$ cat src/rtl/dri_pkg.sv
package dri_pkg;

    localparam int MAG_BITS  = 96;
    localparam int MAX_SCALE = 28;

    // The magnitude is carried in three 32-bit limbs whatever MAG_BITS says.
    localparam int MAG_WIDTH  = 96;
    localparam int LIMB_BITS  = 32;
    localparam int LIMBS      = MAG_WIDTH / LIMB_BITS;
    localparam int LIMB_IDX_BITS = (LIMBS > 1) ? $clog2(LIMBS) : 1;
    localparam int SCALE_BITS = 5;
    localparam int DIGIT_BITS = 4;

    localparam int MAG_EFF = (MAG_BITS > MAG_WIDTH) ? MAG_WIDTH : MAG_BITS;
    localparam logic [MAG_WIDTH-1:0] MAG_MASK =
        {MAG_WIDTH{1'b1}} >> (MAG_WIDTH - MAG_EFF);

    // A 5-bit scale cannot ask for more than 31 digits.
    localparam int SCALE_MAX_CODE = (1 << SCALE_BITS) - 1;
    localparam int NUM_DIGITS =
        (MAX_SCALE > SCALE_MAX_CODE) ? SCALE_MAX_CODE : MAX_SCALE;
    localparam int NUM_STAGES = NUM_DIGITS * LIMBS;

    typedef enum logic [1:0] {
        ACT_FLOOR  = 2'd0,
        ACT_ROUND  = 2'd1,
        ACT_TRUNC  = 2'd2,
        ACT_NEGATE = 2'd3
    } action_t;

    typedef struct packed {
        logic [1:0]  action;
        logic [63:0] mag_low;
        logic [31:0] mag_high;
        logic [4:0]  dec_scale;
        logic        negative;
    } in_item_t;

    typedef struct packed {
        logic [63:0] res_mag_low;
        logic [31:0] res_mag_high;
        logic [4:0]  res_scale;
        logic        res_negative;
    } out_item_t;

    typedef struct packed {
        logic                  valid;
        logic                  pass;
        logic [1:0]            action;
        logic [SCALE_BITS-1:0] scale;
        logic [SCALE_BITS-1:0] digits;
        logic                  neg;
        logic [MAG_WIDTH-1:0]  mag;
        logic [DIGIT_BITS-1:0] rem;
        logic [DIGIT_BITS-1:0] first;
        logic                  sticky;
    } stage_t;

endpackage

$ cat src/rtl/dri_round.sv
module dri_round (
    input  logic               aclk,
    input  logic               aresetn,
    input  logic               en,
    input  dri_pkg::stage_t    stage_in,
    output logic               out_valid,
    output dri_pkg::out_item_t out_item
);
    import dri_pkg::*;

    out_item_t            out_reg;
    out_item_t            out_next;
    logic                 valid_reg;
    logic                 up;
    logic [MAG_WIDTH-1:0] mag_inc;
    logic                 res_zero;

    always_comb begin
        case (stage_in.action)
            ACT_FLOOR: up = stage_in.neg && stage_in.sticky;
            ACT_ROUND: up = stage_in.first >= DIGIT_BITS'(5);
            default:   up = 1'b0;
        endcase
    end

    assign mag_inc  = (stage_in.mag + MAG_WIDTH'(up)) & MAG_MASK;
    assign res_zero = (mag_inc == '0);

    always_comb begin
        if (stage_in.pass) begin
            {out_next.res_mag_high, out_next.res_mag_low} = stage_in.mag;
            out_next.res_scale    = stage_in.scale;
            out_next.res_negative = stage_in.neg ^ (stage_in.action == ACT_NEGATE);
        end else begin
            {out_next.res_mag_high, out_next.res_mag_low} = mag_inc;
            out_next.res_scale    = '0;
            out_next.res_negative = stage_in.neg && !res_zero;
        end
    end

    always_ff @(posedge aclk) begin
        if (!aresetn) begin
            valid_reg <= 1'b0;
        end else if (en) begin
            valid_reg <= stage_in.valid;
            out_reg   <= out_next;
        end
    end

    assign out_valid = valid_reg;
    assign out_item  = out_reg;

    a_round_scale_zero: assert property (@(posedge aclk) disable iff (!aresetn)
        en && stage_in.valid && !stage_in.pass |=> valid_reg && out_reg.res_scale == '0)
        else $error("rounded item left with nonzero scale");

    a_exact_no_change: assert property (@(posedge aclk) disable iff (!aresetn)
        en && stage_in.valid && !stage_in.pass && !stage_in.sticky |=>
        {out_reg.res_mag_high, out_reg.res_mag_low} == $past(stage_in.mag))
        else $error("exact quotient was adjusted");

    a_zero_positive: assert property (@(posedge aclk) disable iff (!aresetn)
        en && stage_in.valid && !stage_in.pass |=>
        !(out_reg.res_negative && out_reg.res_mag_low == '0 && out_reg.res_mag_high == '0))
        else $error("rounded zero came out negative");

endmodule

$ cat config.mk
export PLATFORM = sky130hd
export DESIGN_NAME = dri_round
export DESIGN_NICKNAME = d
export VERILOG_FILES = /design/src/rtl/dri_pkg.sv /design/src/rtl/dri_round.sv
export SDC_FILE = /design/constraint.sdc
export NUM_CORES = 1
export LEC_CHECK = 0
export BUFFER_PORTS_ARGS = -buffer_cell sky130_fd_sc_hd__buf_4
export CORE_MARGIN = 2
export CORE_UTILIZATION = 58
export CTS_CLUSTER_SIZE = 8
export DETAILED_ROUTE_END_ITERATION = 16
export PLACE_DENSITY = 0.92
export SLEW_MARGIN = 20
export SYNTH_ARGS = -nofsm -noshare
export SYNTH_HDL_FRONTEND = slang
export SYNTH_SLANG_ARGS = --single-unit
$ cat constraint.sdc
create_clock -name aclk -period 4.8 [get_ports aclk]
set_input_delay 0.24 -clock aclk [delete_from_list [all_inputs] [get_ports aclk]]
set_output_delay 0.24 -clock aclk [all_outputs]
set_load 0.02 [all_outputs]
==> results.json, run 1 <==
{
  "die_h_um": 121.5,
  "drc_errors": 0,
  "layout-drive-gt1-share_pct": 26.79,
  "power_frac_clock_pct": 33.3,
  "yosysWarnings": 0,
  "overflow": 0,
  "clockRootBuffer": "clkbuf_16",
  "n_antenna_cell": 0,
  "antenna_left": 0,
  "p_leak_nw": 3.581,
  "portBuffers": 216,
  "critical-path-top-delay-family": "simple AND/OR/NAND/NOR gates",
  "vias": 8706,
  "drv_slew": 0,
  "path_cells": "buf_4, nand4_1, or4_1, nor2_1, nor4bb_1, and4b_1, o21ai_0, a2111oi_0, a41oi_1",
  "worstHoldPathType": "input pin to flip-flop",
  "critPathSlowestCell": "nor4bb_1",
  "dp_hpwl_um": 23670,
  "die-area_um2": 14760,
  "numCtsBuffers": 9,
  "syn-mean-instance-area_um2": 9.038,
  "total_power_mw": 2.381,
  "wire_per_inst_um": 24.45,
  "finalCriticalPeriod_ps": 3769,
  "globalplace.congestion": 1.030,
  "clock_skew_ps": 0,
  "crit_arrival_ps": 3830,
  "grt_use_total_pct": 41.69,
  "max_clock_freq_ghz": 0.2654,
  "p_sw_uw": 686.2,
  "async_flop_share_pct": 0,
  "synth_seq_cells": 103,
  "endpoint_kind": "flip-flop",
  "critPathKind": "input pin to flip-flop",
  "power_per_cell_area_nw_per_um2": 235.0,
  "syn2layout_area_growth_pct": 26.50,
  "irDropWorstVdd_mv": 0.1699,
  "syn_inst": 886,
  "internal_power_mw": 1.695,
  "synthFlopType": "edfxtp_1",
  "place_area_um2": 9812,
  "first_iter_violations": 1596,
  "synth_area_um2": 8008,
  "relSlewSlack_pct": 27.98,
  "yosys.area.top_type": "edfxtp_1",
  "hold_depth": 2,
  "die_x_um": 121.5,
  "htreeDepth": 3,
  "setup_tns_ps": 0,
  "startpoint_type": "input pin",
  "n_fill_cell": 973,
  "grt_pass1_vias": 7931,
  "fin_crit_sh_pct": 78.51,
  "whs_endpoint": "out_valid",
  "synth_common_cells": "edfxtp_1, nand2_1, xnor2_1",
  "path_clk_slew_ps": 70,
  "clock_latency_ps": 350,
  "p_sw_share_pct": 28.82,
  "clock_sinks": 103,
  "cts_tree": "done",
  "wl_um": 30950,
  "r2r_end": "out_valid",
  "ff2ff_setup_slack_ps": 4180,
  "outcome": "finished clean",
  "holdCritStartpoint": "aresetn",
  "rows": 42,
  "nNetsFinal": 1210,
  "p_seq_share_pct": 45.1,
  "yosysMostFrequentCell": "edfxtp_1",
  "clk_path_buf_depth": 2,
  "slowest_delay_ps": 860,
  "io_pins": 226,
  "antenna_found_initial": 0,
  "core_area_um2": 13350,
  "setup_violations": 0,
  "dr.pass1.iters": 13,
  "crit_fanout": 9,
  "viasPerCell": 6.877,
  "max_cap_violations": 0,
  "required_ps": 4860,
  "synth_edf_count": 102,
  "synth_nets": 1011,
  "rsz0062_at_grt": "no",
  "worst_r2r_path_depth": 2,
  "start_util_pct": 59.99,
  "ctsHoldBuffers": 0,
  "netlist.area_leader.share_pct": 38.25,
  "reg2reg_from": "out_valid",
  "path_buf_inv": 1,
  "post-cts-setup-buffers": 0,
  "p_comb_share_pct": 21.6,
  "final_cell_area_um2": 10130,
  "ys_top_cells_by_area": "edfxtp_1, xnor2_1, xor2_1",
  "worstMarginPinSlew_ps": 1066,
  "synth_seq_area_share_pct": 38.50,
  "grt_start_max_net_pins": 54,
  "timing.final.hold_violations": 0,
  "cts_resized": 0,
  "synth_cell_types": 68,
  "grt_pass1_wl_um": 46020
}
[metrics by stage]
stage,utilization [%],hold slack [ps],cells,setup WS (ps)
2_1_floorplan,-,368.2,886,1537
3_3_place_gp,73.51,463.3,1250,940.3
3_5_place_dp,73.51,500.1,1250,919.3
4_1_cts,75.89,121.7,1266,1266
5_1_grt,75.89,129.7,1266,962.7
6_report,75.89,123.3,1266,1031
[sequential cells by signal, indices dropped and copies added (netlist names)]
| register | flops |
|---|---|
| out_item | 102 |
| out_valid | 1 |
[worst register-to-register path: stages (launching register included)]
cell and delay (ps):
dfxtp_1 320, mux2i_1 130, nor2b_1 60
[placed cells by master (no fill, tap or decap), types with 5 or more instances in the layout]
cell type,n
and2_1,17
and4_1,13
a31oi_1,5
nand3_1,50
xnor2_1,70
nor2_1,61
clkbuf_16,9
o21ai_0,16
inv_1,17
edfxtp_1,102
buf_4,243
or2_2,6
a21oi_1,7
and3_1,16
nand4_1,68
nand4_2,5
or4_1,6
nand2_1,80
nor4_1,53
xor2_1,67
nor3_1,66
mux2_2,5
mux2i_1,6
o31a_1,5
or3_1,15
[area by class of cell]
class	count	area, um^2	area share, %
Clock buffer	11	252.7	2.495
Timing Repair Buffer	243	1824	18.01
Sequential cell	103	3083	30.43
Clock inverter	5	65.06	0.6423
Tap cell	176	220.2	2.174
Multi-Input combinational cell	711	4621	45.62
Inverter	17	63.81	0.6299
[layer usage]
metal / track usage (%) / part of all wire (%) / up-vias
li1: - / - / 3745
met3: 10.43 / 16 / 147
met4: 17.10 / 5.0 / 0
met5: 0 / 0 / -
met1: 58.64 / 37 / 3993
met2: 61.69 / 42 / 821
[worst max path at each step]
stage,from,to,slack [ps],cells past startpoint
after floorplan,stage_in[1],out_item[0],1540,12
after global placement,stage_in[1],out_item[0],940,13
after detailed placement,stage_in[1],out_item[0],920,13
after CTS,stage_in[1],out_item[0],1270,13
after global routing,stage_in[3],out_item[0],960,14
final,stage_in[65],out_item[0],1030,9
[power by group through the flow]
stage | registers [mW] | logic [mW] | clock network, mW
floorplan | 1.17 | 0.172 | 0
global placement | 1.09 | 0.491 | 0
detailed placement | 1.09 | 0.499 | 0
CTS | 1.07 | 0.502 | 0.786
global route | 1.08 | 0.536 | 0.822
finish | 1.07 | 0.515 | 0.792
[logic make-up (layout without fill, tap and decap cells)]
kind of cell | count (synthesis) | after routing | synth area share (%)
and+or+nand+nor | 492 | 492 | 34.67
muxes | 11 | 11 | 1.453
DFF | 103 | 103 | 38.50
adders and majority gates | 2 | 2 | 0.3125
AOI/OAI and AO/OA | 69 | 69 | 6.250
xor gates and xnor gates | 137 | 137 | 14.98
buffers and inverters | 72 | 276 | 3.828
Power figures use the tool's default switching activity.
==> run 2: changes to the inputs <==
--- a/config.mk
+++ b/config.mk
@@ -7,10 +7,10 @@
 export LEC_CHECK = 0
 export BUFFER_PORTS_ARGS = -buffer_cell sky130_fd_sc_hd__buf_4
 export CORE_MARGIN = 2
-export CORE_UTILIZATION = 58
+export CORE_UTILIZATION = 49
 export CTS_CLUSTER_SIZE = 8
 export DETAILED_ROUTE_END_ITERATION = 16
-export PLACE_DENSITY = 0.92
+export PLACE_DENSITY = 0.83
 export SLEW_MARGIN = 20
 export SYNTH_ARGS = -nofsm -noshare
 export SYNTH_HDL_FRONTEND = slang
==> constraint.sdc (replaced) <==
create_clock -name aclk -period 3.3 [get_ports aclk]
set_input_delay 0.165 -clock aclk [delete_from_list [all_inputs] [get_ports aclk]]
set_output_delay 0.165 -clock aclk [all_outputs]
set_load 0.02 [all_outputs]
==> run 2 against run 1 <==
  * Sequential power increased by 46%
  * Register-to-register slack got worse by 1500 ps
  * Largest power group unchanged
  * Global-route usage decreased by 3.3 points
  * Core utilization decreased by 6.9 points
  * Clock skew unchanged
==> results.json, run 2 (synthesis results as in run 1) <==
{
  "endpoint_kind": "flip-flop",
  "layout_common_cells": "buf_4, edfxtp_1, nand2_1, xnor2_1, nand4_1",
  "n_fill_cell": 1311,
  "core_area_um2": 15940,
  "first_iter_violations": 1143,
  "wire_per_inst_um": 23.92,
  "path_clk_slew_ps": 70,
  "critPathMostFrequentCell": "buf_4",
  "htreeDepth": 3,
  "outcome": "finished clean",
  "die-area_um2": 17380,
  "n_antenna_cell": 0,
  "fin_cells": 1414,
  "hold_depth": 2,
  "cts_tree": "done",
  "grt_pass1_vias": 8527,
  "die_x_um": 131.8,
  "startpoint_type": "input pin",
  "numCtsBuffers": 9,
  "max_cap_violations": 0,
  "setup_violations": 0,
  "finalCriticalPeriod_ps": 3219,
  "dr.pass1.iters": 7,
  "rsz0062_at_grt": "no",
  "irDropWorstVdd_mv": 0.2364,
  "worstMarginPinSlew_ps": 660.1,
  "crit_fanout": 6,
  "worst_r2r_path_depth": 2,
  "fin_crit_sh_pct": 97.55,
  "dp_hpwl_um": 27160,
  "dp_slack_ps": -303.6,
  "overflow": 0,
  "clk_path_buf_depth": 2,
  "drc_errors": 0,
  "globalplace.congestion": 1.105,
  "slowest_delay_ps": 290,
  "antenna_found_initial": 1,
  "critPathSlowestCell": "a311oi_1",
  "wl_um": 33820,
  "layout_commonest_cell": "buf_4",
  "clock_skew_ps": 0,
  "rows": 46,
  "path_cells": "buf_4, a21oi_1, a311oi_1, ha_2, nand2_1, nor4_4, buf_4, nand3_1, buf_4, buf_4, o21ai_1, buf_4, o211a_1, o2111a_1, and4_2, a41oi_1",
  "post-cts-setup-buffers": 0,
  "worstHoldPathType": "input pin to flip-flop",
  "clock_sinks": 103,
  "crit_arrival_ps": 3300,
  "grt_start_max_net_pins": 55,
  "antenna_left": 0,
  "p_leak_nw": 4.099,
  "required_ps": 3380,
  "ctsHoldBuffers": 0,
  "ff2ff_setup_slack_ps": 2660,
  "io_pins": 226,
  "start_util_pct": 50.23,
  "viasPerCell": 6.308,
  "power_per_cell_area_nw_per_um2": 309.1,
  "dp_cells": 1398,
  "timing.final.hold_violations": 0,
  "grt_pass1_wl_um": 50980,
  "fin_ws_ps": 80.89,
  "vias": 8920,
  "nNetsFinal": 1318,
  "max_clock_freq_ghz": 0.3106,
  "drv_slew": 0,
  "clock_latency_ps": 360,
  "syn2layout_area_growth_pct": 37.33,
  "relSlewSlack_pct": 55.59,
  "largest_reg_flops": 102,
  "clockRootBuffer": "clkbuf_16",
  "critPathKind": "input pin to flip-flop",
  "portBuffers": 216,
  "grt_use_total_pct": 38.42,
  "layout-drive-gt1-share_pct": 33.72,
  "die_h_um": 131.8
}
[run 2: path summary, 6_finish.rpt]
| kind | start | to |
|---|---|---|
| setup / recovery | stage_in[105] | out_item[0] |
| hold / removal | aresetn | out_valid |
| setup reg to reg | out_valid | out_valid |
| hold reg to reg | out_valid | out_valid |
[run 2: critical path: cells and delay by family]
kind,cells,cell delay [ps]
AOI/OAI and AO/OA,6,1170
adders and majority gates,1,250
buffers and inverters,5,800
and+or+nand+nor,4,900
[run 2: routing by layer]
metal,wire length (um),GRT usage [%],vias to the layer above
li1,-,-,3965
met1,13860,53.76,4158
met2,14600,57.65,693
met3,4281,10.30,102
met4,1075,13.35,2
met5,11,0,-
[run 2: repair_timing]
| action | in CTS | in global routing |
|---|---|---|
| endpoints found under the hold margin | 0 | 0 |
| endpoints found under the setup margin | 0 | 1 |
| resized for setup | 0 | 9 |
[run 2: cell type report]
cell class | count | area, um^2 | share of cell area [%]
Timing Repair Buffer | 351 | 2648 | 24.08
Clock buffer | 9 | 225.2 | 2.048
Inverter | 17 | 63.81 | 0.5803
Tap cell | 216 | 270.3 | 2.458
Sequential cell | 103 | 3083 | 28.04
Multi-Input combinational cell | 711 | 4652 | 42.30
Clock inverter | 7 | 55.05 | 0.5006
[run 2: through the flow]
stage / TNS [ps] / hold WS (ps) / total power [mW] / cell area [um^2] / util, %
after global placement: -340.5 / 386.8 / 2.352 / 10690 / 67.02
after detailed placement: -303.6 / 408.7 / 2.359 / 10690 / 67.02
after floorplan: 0 / 293.2 / 1.958 / 8008 / -
after global routing: 0 / 32.55 / 3.495 / 11000 / 68.98
after CTS: 0 / 21.71 / 3.391 / 10970 / 68.78
final: 0 / 19.32 / 3.400 / 11000 / 68.98
[run 2: where the power goes]
part / total, mW / internal [mW] / switching (mW) / leakage, nW
Clock: 1.05 / 0.522 / 0.527 / 0.140
Sequential: 1.56 / 1.54 / 0.0255 / 0.962
Combinational: 0.789 / 0.314 / 0.475 / 3.00
